## src/hdl/timed_edge_sequence_detector_defines.svh

```systemverilog
// ----------------------------------------------------------------------------
// Timed edge sequence detector assertion macros
// Concurrent check helpers, compiled out when NO_ASSERTIONS is defined.
// ----------------------------------------------------------------------------
`ifndef TIMED_EDGE_SEQUENCE_DETECTOR_DEFINES_SVH
`define TIMED_EDGE_SEQUENCE_DETECTOR_DEFINES_SVH

`ifndef NO_ASSERTIONS
// Same-cycle implication
`define TESD_ASSERT_IMPL(label, clk, rst_n, ante, cons, msg) \
  label: assert property (@(posedge clk) disable iff (!rst_n) (ante) |-> (cons)) \
    else $error(msg);
// Next-cycle implication
`define TESD_ASSERT_NEXT(label, clk, rst_n, ante, cons, msg) \
  label: assert property (@(posedge clk) disable iff (!rst_n) (ante) |=> (cons)) \
    else $error(msg);
`else
`define TESD_ASSERT_IMPL(label, clk, rst_n, ante, cons, msg)
`define TESD_ASSERT_NEXT(label, clk, rst_n, ante, cons, msg)
`endif

`endif

```

## src/hdl/tesd_pkg.sv

```systemverilog
// ----------------------------------------------------------------------------
// Timed edge sequence detector package
// Shared widths, constants and types of the detector and its channels.
// ----------------------------------------------------------------------------
package tesd_pkg;

  // Default sizing
  localparam int NUM_SEQUENCES = 4;
  localparam int MAX_STEPS     = 8;
  localparam int NUM_SIGNALS   = 16;

  // Field widths
  localparam int LEVEL_W    = 16;
  localparam int TIME_W     = 32;
  localparam int MASK_W     = 4;
  localparam int PAT_W      = 44;
  localparam int WIN_W      = 16;
  localparam int PROG_W     = 4;
  localparam int SIG_W      = 4;
  localparam int STEP_W     = 5;
  localparam int STEP_BASE  = 4;
  localparam int CFG_IDX_W  = 4;
  localparam int CFG_DATA_W = 44;

  // Window limits
  localparam logic [WIN_W-1:0] MIN_WINDOW_MS = WIN_W'(1000);
  localparam logic [WIN_W-1:0] WIN_RESET     = WIN_W'(1000);

  // Register map: patterns first, then windows
  localparam int CFG_PAT_BASE = 0;
  localparam int CFG_WIN_BASE = 4;

  typedef enum logic [1:0] {
    ST_IDLE,
    ST_RUN,
    ST_WAIT,
    ST_OUT
  } tesd_state_e;

  typedef struct packed {
    logic in_ready;
    logic rd_fire;
    logic out_load;
  } tesd_ctrl_t;

endpackage

```

## src/hdl/tesd_if.sv

```systemverilog
// ----------------------------------------------------------------------------
// Timed edge sequence detector channels
// Tick input, fired output and configuration write channels.
// ----------------------------------------------------------------------------
interface tesd_tick_if;
  logic                        valid;
  logic                        ready;
  logic [tesd_pkg::LEVEL_W-1:0] current_levels;
  logic [tesd_pkg::LEVEL_W-1:0] previous_levels;
  logic [tesd_pkg::TIME_W-1:0]  now_ms;

  modport source (output valid, current_levels, previous_levels, now_ms, input ready);
  modport sink   (input valid, current_levels, previous_levels, now_ms, output ready);
endinterface

interface tesd_fire_if;
  logic                       valid;
  logic                       ready;
  logic [tesd_pkg::MASK_W-1:0] fired_mask;

  modport source (output valid, fired_mask, input ready);
  modport sink   (input valid, fired_mask, output ready);
endinterface

interface tesd_cfg_if;
  logic                           valid;
  logic                           ready;
  logic [tesd_pkg::CFG_IDX_W-1:0]  index;
  logic [tesd_pkg::CFG_DATA_W-1:0] data;

  modport source (output valid, index, data, input ready);
  modport sink   (input valid, index, data, output ready);
endinterface

```

## src/hdl/timed_edge_sequence_detector.sv

```systemverilog
// ----------------------------------------------------------------------------
// Timed edge sequence detector
// Per-sequence progress and window start live in two small synchronous
// memories; each tick reads, updates and writes back every sequence in turn.
// ----------------------------------------------------------------------------
// Result: registered in the output register once the walk through the run, wait
//   and output states ends; a new tick is taken only back in the idle state,
//   after one memory read per sequence through the shared update stage.
// Reset: progress and window start read as zero (per-entry valid flags),
//   patterns clear to zero, windows return to 1000 ms; no clearing pass.
`include "timed_edge_sequence_detector_defines.svh"

module timed_edge_sequence_detector #(
  parameter int NumSequences = tesd_pkg::NUM_SEQUENCES,
  parameter int MaxSteps     = tesd_pkg::MAX_STEPS,
  parameter int NumSignals   = tesd_pkg::NUM_SIGNALS
) (
  input  logic          clk_i,
  input  logic          rst_ni,
  tesd_tick_if.sink     tick_i,
  tesd_cfg_if.sink      cfg_i,
  tesd_fire_if.source   fire_o
);

  localparam int IdxW = (NumSequences > 1) ? $clog2(NumSequences) : 1;
  localparam int PW   = tesd_pkg::PROG_W;
  localparam int TW   = tesd_pkg::TIME_W;
  localparam int WW   = tesd_pkg::WIN_W;
  localparam int MW   = tesd_pkg::MASK_W;

  // Configuration registers
  logic [tesd_pkg::PAT_W-1:0] pattern_q [NumSequences];
  logic [WW-1:0]              window_q  [NumSequences];

  // State memories and their valid flags
  logic [PW-1:0] prog_mem [NumSequences];
  logic [TW-1:0] ws_mem   [NumSequences];
  logic [NumSequences-1:0] prog_vld_q, ws_vld_q;

  // Control
  tesd_pkg::tesd_state_e state_q, state_d;
  tesd_pkg::tesd_ctrl_t  ctrl;
  logic [IdxW-1:0]       seq_q;
  logic                  tick_acc, cfg_wr;

  // Latched tick
  logic [tesd_pkg::LEVEL_W-1:0] cur_q, prev_q;
  logic [TW-1:0]                now_q;

  // Update stage
  logic            s1_vld_q;
  logic [IdxW-1:0] s1_idx_q;
  logic [PW-1:0]   prog_rd_q;
  logic [TW-1:0]   ws_rd_q;
  logic            prog_rd_v_q, ws_rd_v_q;
  logic [MW-1:0]   fired_q, fired_d;

  // Output register
  logic          out_vld_q;
  logic [MW-1:0] out_mask_q;

  assign tick_acc    = tick_i.valid && tick_i.ready;
  assign cfg_wr      = cfg_i.valid && cfg_i.ready;
  // Take register writes only between sequence walks
  assign cfg_i.ready = (state_q == tesd_pkg::ST_IDLE);
  assign tick_i.ready = ctrl.in_ready;
  assign fire_o.valid      = out_vld_q;
  assign fire_o.fired_mask = out_mask_q;

  // Next state
  always_comb begin
    state_d = state_q;
    case (state_q)
      tesd_pkg::ST_IDLE: begin
        if (tick_acc) state_d = tesd_pkg::ST_RUN;
      end
      tesd_pkg::ST_RUN: begin
        if (seq_q == IdxW'(NumSequences - 1)) state_d = tesd_pkg::ST_WAIT;
      end
      tesd_pkg::ST_WAIT: begin
        state_d = tesd_pkg::ST_OUT;
      end
      tesd_pkg::ST_OUT: begin
        if (!out_vld_q || fire_o.ready) state_d = tesd_pkg::ST_IDLE;
      end
      default: state_d = tesd_pkg::ST_IDLE;
    endcase
  end

  // Control outputs
  always_comb begin
    ctrl = '0;
    case (state_q)
      tesd_pkg::ST_IDLE: ctrl.in_ready = 1'b1;
      tesd_pkg::ST_RUN:  ctrl.rd_fire  = 1'b1;
      tesd_pkg::ST_OUT:  ctrl.out_load = !out_vld_q || fire_o.ready;
      default:           ctrl = '0;
    endcase
  end

  // Advance state and sequence counter
  always_ff @(posedge clk_i or negedge rst_ni) begin
    if (!rst_ni) begin
      state_q <= tesd_pkg::ST_IDLE;
      seq_q   <= '0;
    end else begin
      state_q <= state_d;
      if (tick_acc) begin
        seq_q <= '0;
      end else if (ctrl.rd_fire) begin
        seq_q <= seq_q + IdxW'(1);
      end
    end
  end

  // Hold the tick fields
  always_ff @(posedge clk_i) begin
    if (tick_acc) begin
      cur_q  <= tick_i.current_levels;
      prev_q <= tick_i.previous_levels;
      now_q  <= tick_i.now_ms;
    end
  end

  // Configuration writes
  always_ff @(posedge clk_i or negedge rst_ni) begin
    if (!rst_ni) begin
      for (int i = 0; i < NumSequences; i++) begin
        pattern_q[i] <= '0;
        window_q[i]  <= tesd_pkg::WIN_RESET;
      end
    end else if (cfg_wr) begin
      for (int i = 0; i < NumSequences; i++) begin
        if (cfg_i.index == tesd_pkg::CFG_IDX_W'(tesd_pkg::CFG_PAT_BASE + i)) begin
          pattern_q[i] <= cfg_i.data;
        end
        if (cfg_i.index == tesd_pkg::CFG_IDX_W'(tesd_pkg::CFG_WIN_BASE + i)) begin
          window_q[i] <= cfg_i.data[WW-1:0];
        end
      end
    end
  end

  // Memory read
  always_ff @(posedge clk_i) begin
    if (ctrl.rd_fire) begin
      prog_rd_q   <= prog_mem[seq_q];
      ws_rd_q     <= ws_mem[seq_q];
      prog_rd_v_q <= prog_vld_q[seq_q];
      ws_rd_v_q   <= ws_vld_q[seq_q];
      s1_idx_q    <= seq_q;
    end
  end

  // Update stage: window check, step walk, completion
  logic [tesd_pkg::PAT_W-1:0] pat;
  logic [WW-1:0]              win_eff;
  logic [PW-1:0]              count, prog_cur, prog_walk, prog_new;
  logic [TW-1:0]              ws_cur, elapsed, ws_new;
  logic                       expire, fire;
  logic [MaxSteps-1:0]        match;
  logic [tesd_pkg::STEP_W-1:0] slot;
  logic [tesd_pkg::SIG_W-1:0]  sig;

  always_comb begin
    pat      = pattern_q[s1_idx_q];
    win_eff  = (window_q[s1_idx_q] < tesd_pkg::MIN_WINDOW_MS) ?
               tesd_pkg::MIN_WINDOW_MS : window_q[s1_idx_q];
    count    = (pat[PW-1:0] > PW'(MaxSteps)) ? PW'(MaxSteps) : pat[PW-1:0];
    prog_cur = prog_rd_v_q ? prog_rd_q : '0;
    ws_cur   = ws_rd_v_q ? ws_rd_q : '0;
    elapsed  = now_q - ws_cur;
    expire   = elapsed >= TW'(win_eff);

    // Edge present for each step
    slot  = '0;
    sig   = '0;
    match = '0;
    for (int k = 0; k < MaxSteps; k++) begin
      slot = pat[tesd_pkg::STEP_BASE + tesd_pkg::STEP_W * k +: tesd_pkg::STEP_W];
      sig  = slot[tesd_pkg::SIG_W-1:0];
      match[k] = ({1'b0, sig} < (tesd_pkg::SIG_W + 1)'(NumSignals)) &&
                 (cur_q[sig] != prev_q[sig]) &&
                 (cur_q[sig] == !slot[tesd_pkg::STEP_W-1]);
    end

    // Walk consecutive steps from the current progress
    prog_walk = expire ? '0 : prog_cur;
    for (int k = 0; k < MaxSteps; k++) begin
      if (prog_walk == PW'(k) && prog_walk < count && match[k]) begin
        prog_walk = prog_walk + PW'(1);
      end
    end

    fire     = (count != '0) && (prog_walk == count);
    prog_new = fire ? '0 : prog_walk;
    ws_new   = (fire || expire) ? now_q : ws_cur;
    fired_d  = fired_q | (MW'(fire) << s1_idx_q);
  end

  // Memory write-back
  always_ff @(posedge clk_i) begin
    if (s1_vld_q) begin
      prog_mem[s1_idx_q] <= prog_new;
      ws_mem[s1_idx_q]   <= ws_new;
    end
  end

  // Valid flags, stage valid and fired accumulation
  always_ff @(posedge clk_i or negedge rst_ni) begin
    if (!rst_ni) begin
      prog_vld_q <= '0;
      ws_vld_q   <= '0;
      s1_vld_q   <= 1'b0;
      fired_q    <= '0;
    end else begin
      s1_vld_q <= ctrl.rd_fire;
      if (tick_acc) begin
        fired_q <= '0;
      end else if (s1_vld_q) begin
        fired_q <= fired_d;
      end
      if (s1_vld_q) begin
        prog_vld_q[s1_idx_q] <= 1'b1;
        ws_vld_q[s1_idx_q]   <= 1'b1;
      end
      // Drop progress of a rewritten pattern
      if (cfg_wr) begin
        for (int i = 0; i < NumSequences; i++) begin
          if (cfg_i.index == tesd_pkg::CFG_IDX_W'(tesd_pkg::CFG_PAT_BASE + i)) begin
            prog_vld_q[i] <= 1'b0;
          end
        end
      end
    end
  end

  // Output register
  always_ff @(posedge clk_i or negedge rst_ni) begin
    if (!rst_ni) begin
      out_vld_q <= 1'b0;
    end else if (ctrl.out_load) begin
      out_vld_q <= 1'b1;
    end else if (fire_o.ready) begin
      out_vld_q <= 1'b0;
    end
  end

  always_ff @(posedge clk_i) begin
    if (ctrl.out_load) begin
      out_mask_q <= fired_q;
    end
  end

  // Checks
  `TESD_ASSERT_NEXT(a_tick_starts_run, clk_i, rst_ni, tick_acc,
                    (state_q == tesd_pkg::ST_RUN) && (seq_q == '0),
                    "tick transaction did not start a sequence walk")
  `TESD_ASSERT_IMPL(a_update_in_item, clk_i, rst_ni, s1_vld_q,
                    (state_q == tesd_pkg::ST_RUN) || (state_q == tesd_pkg::ST_WAIT),
                    "update stage active outside an item")
  `TESD_ASSERT_IMPL(a_progress_bound, clk_i, rst_ni, s1_vld_q,
                    prog_new < PW'(MaxSteps),
                    "written progress out of range")
  `TESD_ASSERT_NEXT(a_load_shows_result, clk_i, rst_ni, ctrl.out_load,
                    out_vld_q && (out_mask_q == $past(fired_q)),
                    "result not presented after load")

endmodule

```

## src/flat_wrapper.sv

```systemverilog
// flat-port wrapper written by rule: the top's interface ports become plain ports
module timed_edge_sequence_detector_flat 
#(
  parameter int NumSequences = tesd_pkg::NUM_SEQUENCES,
  parameter int MaxSteps     = tesd_pkg::MAX_STEPS,
  parameter int NumSignals   = tesd_pkg::NUM_SIGNALS
)
  (clk_i, rst_ni, tick_i_valid, tick_i_current_levels, tick_i_previous_levels, tick_i_now_ms, tick_i_ready, cfg_i_valid, cfg_i_index, cfg_i_data, cfg_i_ready, fire_o_valid, fire_o_fired_mask, fire_o_ready);
  tesd_tick_if tick_i_i ();
  tesd_cfg_if cfg_i_i ();
  tesd_fire_if fire_o_i ();
  input  logic clk_i;
  input  logic rst_ni;
  input wire logic [$bits(tick_i_i.valid)-1:0] tick_i_valid;
  input wire logic [$bits(tick_i_i.current_levels)-1:0] tick_i_current_levels;
  input wire logic [$bits(tick_i_i.previous_levels)-1:0] tick_i_previous_levels;
  input wire logic [$bits(tick_i_i.now_ms)-1:0] tick_i_now_ms;
  output wire logic [$bits(tick_i_i.ready)-1:0] tick_i_ready;
  input wire logic [$bits(cfg_i_i.valid)-1:0] cfg_i_valid;
  input wire logic [$bits(cfg_i_i.index)-1:0] cfg_i_index;
  input wire logic [$bits(cfg_i_i.data)-1:0] cfg_i_data;
  output wire logic [$bits(cfg_i_i.ready)-1:0] cfg_i_ready;
  output wire logic [$bits(fire_o_i.valid)-1:0] fire_o_valid;
  output wire logic [$bits(fire_o_i.fired_mask)-1:0] fire_o_fired_mask;
  input wire logic [$bits(fire_o_i.ready)-1:0] fire_o_ready;
  assign tick_i_i.valid = tick_i_valid;
  assign tick_i_i.current_levels = tick_i_current_levels;
  assign tick_i_i.previous_levels = tick_i_previous_levels;
  assign tick_i_i.now_ms = tick_i_now_ms;
  assign tick_i_ready = tick_i_i.ready;
  assign cfg_i_i.valid = cfg_i_valid;
  assign cfg_i_i.index = cfg_i_index;
  assign cfg_i_i.data = cfg_i_data;
  assign cfg_i_ready = cfg_i_i.ready;
  assign fire_o_valid = fire_o_i.valid;
  assign fire_o_fired_mask = fire_o_i.fired_mask;
  assign fire_o_i.ready = fire_o_ready;
  timed_edge_sequence_detector #(.NumSequences(NumSequences), .MaxSteps(MaxSteps), .NumSignals(NumSignals)) u_core (.clk_i(clk_i), .rst_ni(rst_ni), .tick_i(tick_i_i), .cfg_i(cfg_i_i), .fire_o(fire_o_i));
endmodule
```

## config.mk

```make
export PLATFORM = sky130hd
export DESIGN_NAME = timed_edge_sequence_detector_flat
export DESIGN_NICKNAME = d
export VERILOG_FILES = /design/src/hdl/tesd_pkg.sv /design/src/hdl/tesd_if.sv /design/src/hdl/timed_edge_sequence_detector.sv /design/src/flat_wrapper.sv
export VERILOG_INCLUDE_DIRS = /design/src /design/src/hdl
export SDC_FILE = /design/constraint.sdc
export NUM_CORES = 1
export LEC_CHECK = 0
export ABC_CLOCK_PERIOD_IN_PS = 37000
export BUFFER_PORTS_ARGS = -buffer_cell sky130_fd_sc_hd__buf_4
export CORE_AREA = 2 2 211 213
export DETAILED_ROUTE_END_ITERATION = 10
export DIE_AREA = 0 0 213 215
export PLACE_DENSITY = 0.78
export SLEW_MARGIN = 20
export SYNTH_ARGS = -nofsm -noshare
export SYNTH_HDL_FRONTEND = slang
export SYNTH_SLANG_ARGS = --single-unit
export TNS_END_PERCENT = 50
```

## constraint.sdc

```tcl
create_clock -name clk_i -period 37 [get_ports clk_i]
set_input_delay 1.85 -clock clk_i [delete_from_list [all_inputs] [get_ports clk_i]]
set_output_delay 1.85 -clock clk_i [all_outputs]
set_load 0.03 [all_outputs]
```

==> results_dict.tcl <==
set metrics [dict create \
    postSynthAreaPerCell_um2 14.3 \
    cpMostUsedCell "ha_1" \
    drv_cap 0 \
    hold_violations 0 \
    status "finished clean" \
    drv_slew 0 \
    ant_nets 0 \
    root_buffer "clkbuf_16" \
    switching_power_mw 0.920 \
    synth_top_family_by_area "multiplexers" \
    path_max_fanout 40 \
    power.leakage_nw 12.2 \
    cp_slowest_cell "buf_4" \
    fin_worst_skew_ps 20.8 \
    arrival_ps 22500 \
    max_freq_ghz 0.0451 \
    grt_pass1_wl_um 96000 \
    p_comb_frac 0.440 \
    synth_top_area_cell "edfxtp_1" \
    ir_drop_mv 0.0519 \
    h-tree-depth 2 \
    synth_commonest_cells "256 x mux2_2, 252 x edfxtp_1, 234 x dfrtp_1" \
    swShare 0.366 \
    synthCells 1865 \
    start_kind "flip-flop" \
    holdBufCountCts 0 \
    yosysSeqAreaShare 0.527 \
    drt-wirelength-per-cell_um 23.2 \
    max-slew-margin-rel 0.225 \
    vias_per_cell 6.47 \
    tns_ps 0 \
    cts_tree "built" \
    drt_pass1_iterations 7 \
    core_area_mm2 0.0436 \
    synth_xor_area_frac 0.00920 \
    cts-resized-gates 0 \
    synth.top_cells.by_area "edfxtp_1 28%, dfrtp_1 22%, mux4_2 13%" \
    cpPeakStageDelay_ps 730 \
    cts.sinks 510 \
    r2r_setup_slack_ps 14820 \
    synthSimpleGateAreaFrac 0.0662 \
    clockPowerShare 0.201 \
    antenna_found_initial 2 \
    grt_overflow 0 \
    dieArea_mm2 0.0458 \
    clk_pin_slew_worst_paths_ps 60 \
    fp.dieW_um 213 \
    finalCritPeriodShare 0.599 \
    synth-seq-cells 510 \
    hp-class "reg -> reg" \
    cts_made_buffers 52 \
    grt_pass1_vias 17200 \
    synthDominantCellAreaShare 0.284 \
    chipHeight_um 215 \
    seqPwrFrac 0.359 \
    dp_cells 2520 \
    async_reset_ff_frac 0.506 \
    fin_crit_ps 22180 \
    syn_area_mm2 0.0266 \
    drtIter0Drc 1534 \
    intPower_mw 1.60 \
    finalSetupViolCount 0 \
    synth_compound_area_frac 0.0689 \
    gp_congestion 0.889 \
    crit_type "reg -> reg" \
    fp-row-count 77 \
    syn_nets 2070 \
    fin_nets 2187 \
    start_util 0.611 \
    p_per_area_mw_per_mm2 84.4 \
    rsz0062_at_grt "no" \
    dpl.hpwl_um 40900 \
    muxShareOfSynthArea 0.264 \
    areaGrowthSynthToFinish_pct 11.9 \
    yosys_warnings 0 \
    end_kind "flip-flop" \
    synth.most_common_cell "mux2_2" \
    ys_types 93 \
    instances_no_fill 2618 \
    fin_util 0.683 \
    drc 0 \
    ios 124 \
    grt_max_degree 135 \
    io_buffers 123 \
    wl_um 60700 \
    postCtsSetupBuffers 0 \
    drive_gt1_frac 0.345 \
    clockBufferDepth 3 \
    synthAdderAreaFrac 0.0416 \
    synth_flop_cell "edfxtp_1" \
    track_usage 0.272 \
    required_ps 37320 \
    clkLatencyLatePin_ps 610 \
    vias 16900 \
    synth_edf_count 252 \
    max_slew.worst_pin.slew_ps 1160 \
]
[cells in the final DEF (no fill, tap or decap), types with 24 or more instances in the layout]
cell type,n
a21oi_1,52
buf_4,139
clkbuf_16,54
dfrtp_1,232
dfstp_2,24
edfxtp_1,252
ha_1,86
inv_1,62
mux2_2,256
mux2i_1,73
mux4_2,152
nand2_1,127
nor2_1,73
o21ai_0,50
[state kept, by name, indices dropped and copies added (netlist names)]
register                  flops
u_core.ws_rd_q               32
u_core.now_q                 32
u_core.fired_q                4
u_core.prev_q                16
u_core.s1_idx_q               2
u_core.ws_mem               128
u_core.prog_vld_q             4
u_core.prog_rd_v_q            1
u_core.seq_q                  2
u_core.fire_o.valid           1
u_core.window_q              64
u_core.pattern_q            176
u_core.state_q                2
u_core.ws_vld_q               4
u_core.prog_mem              16
u_core.cur_q                 16
u_core.s1_vld_q               1
u_core.ws_rd_v_q              1
u_core.fire_o.fired_mask      4
u_core.prog_rd_q              4
[power groups by stage]
stage               combinational [mW]  sequential (mW)  clock [mW]
floorplan                        0.855            0.862           0
global placement                  1.07            0.900           0
detailed placement                1.09            0.911           0
CTS                               1.10            0.903       0.515
global route                      1.21            0.921       0.536
finish                            1.11            0.904       0.505
[area by class of cell]
type | count | area (µm²)
multi-input cells | 1211 | 12100
inverters | 67 | 251
flip-flops and latches | 510 | 14100
fillers | 2957 | 13800
diodes | 1 | 2.50
well taps | 592 | 741
clock buffers | 71 | 1480
clock inverters | 26 | 175
repair buffers | 140 | 1060
[stage by stage]
step	worst slack [ps]	hold slack [ps]	area [µm²]	power, mW
2_1_floorplan	17360	425	26600	1.72
3_3_place_gp	15750	433	28200	1.96
3_5_place_dp	15060	440	28200	2.01
4_1_cts	15030	454	29800	2.52
5_1_grt	13120	464	29800	2.67
6_report	14820	454	29800	2.52
[final timing paths]
path                       cells past startpoint                                    end                           from
setup / recovery                              88          u_core.ws_mem[3][0]$_DFFE_PP_   u_core.s1_idx_q[0]$_DFFE_PP_
hold / removal                                 0  u_core.fire_o.fired_mask[3]$_DFFE_PP_  u_core.fired_q[3]$_DFFE_PN0P_
setup reg to reg                              88          u_core.ws_mem[3][0]$_DFFE_PP_   u_core.s1_idx_q[0]$_DFFE_PP_
hold reg to reg                                0  u_core.fire_o.fired_mask[3]$_DFFE_PP_  u_core.fired_q[3]$_DFFE_PN0P_
max in group asynchronous                      2            u_core.seq_q[1]$_DFFE_PN0P_                         rst_ni
min in group asynchronous                      1       u_core.pattern_q[26]$_DFFE_PN0P_                         rst_ni
[worst max-delay path: cells and delay by family (launching register included)]
kind	cells	cell delay, ps
fa+ha+maj	9	2150
simple gates	27	6590
mux	4	1780
compound gates	40	8770
buf+inv	8	2190
flops	1	320
[kinds of logic (layout without fill, tap and decap cells)]
family,count (synthesis),in the layout
AOI/OAI and AO/OA,258,258
xor gates and xnor gates,28,28
adders and majority gates,88,88
buffers and inverters,144,304
DFF,510,510
muxes,482,482
other,0,1
and+or+nand+nor,355,355
[per-layer routing]
layer | up-vias | part of all wire | GRT usage
met1 | 8739 | 0.43 | 0.394
met5 | - | 0.00021 | 0
met3 | 102 | 0.070 | 0.0494
met4 | 2 | 0.022 | 0.0741
li1 | 7476 | - | -
met2 | 615 | 0.48 | 0.429
Note: power is estimated with default switching activity, not from simulation.
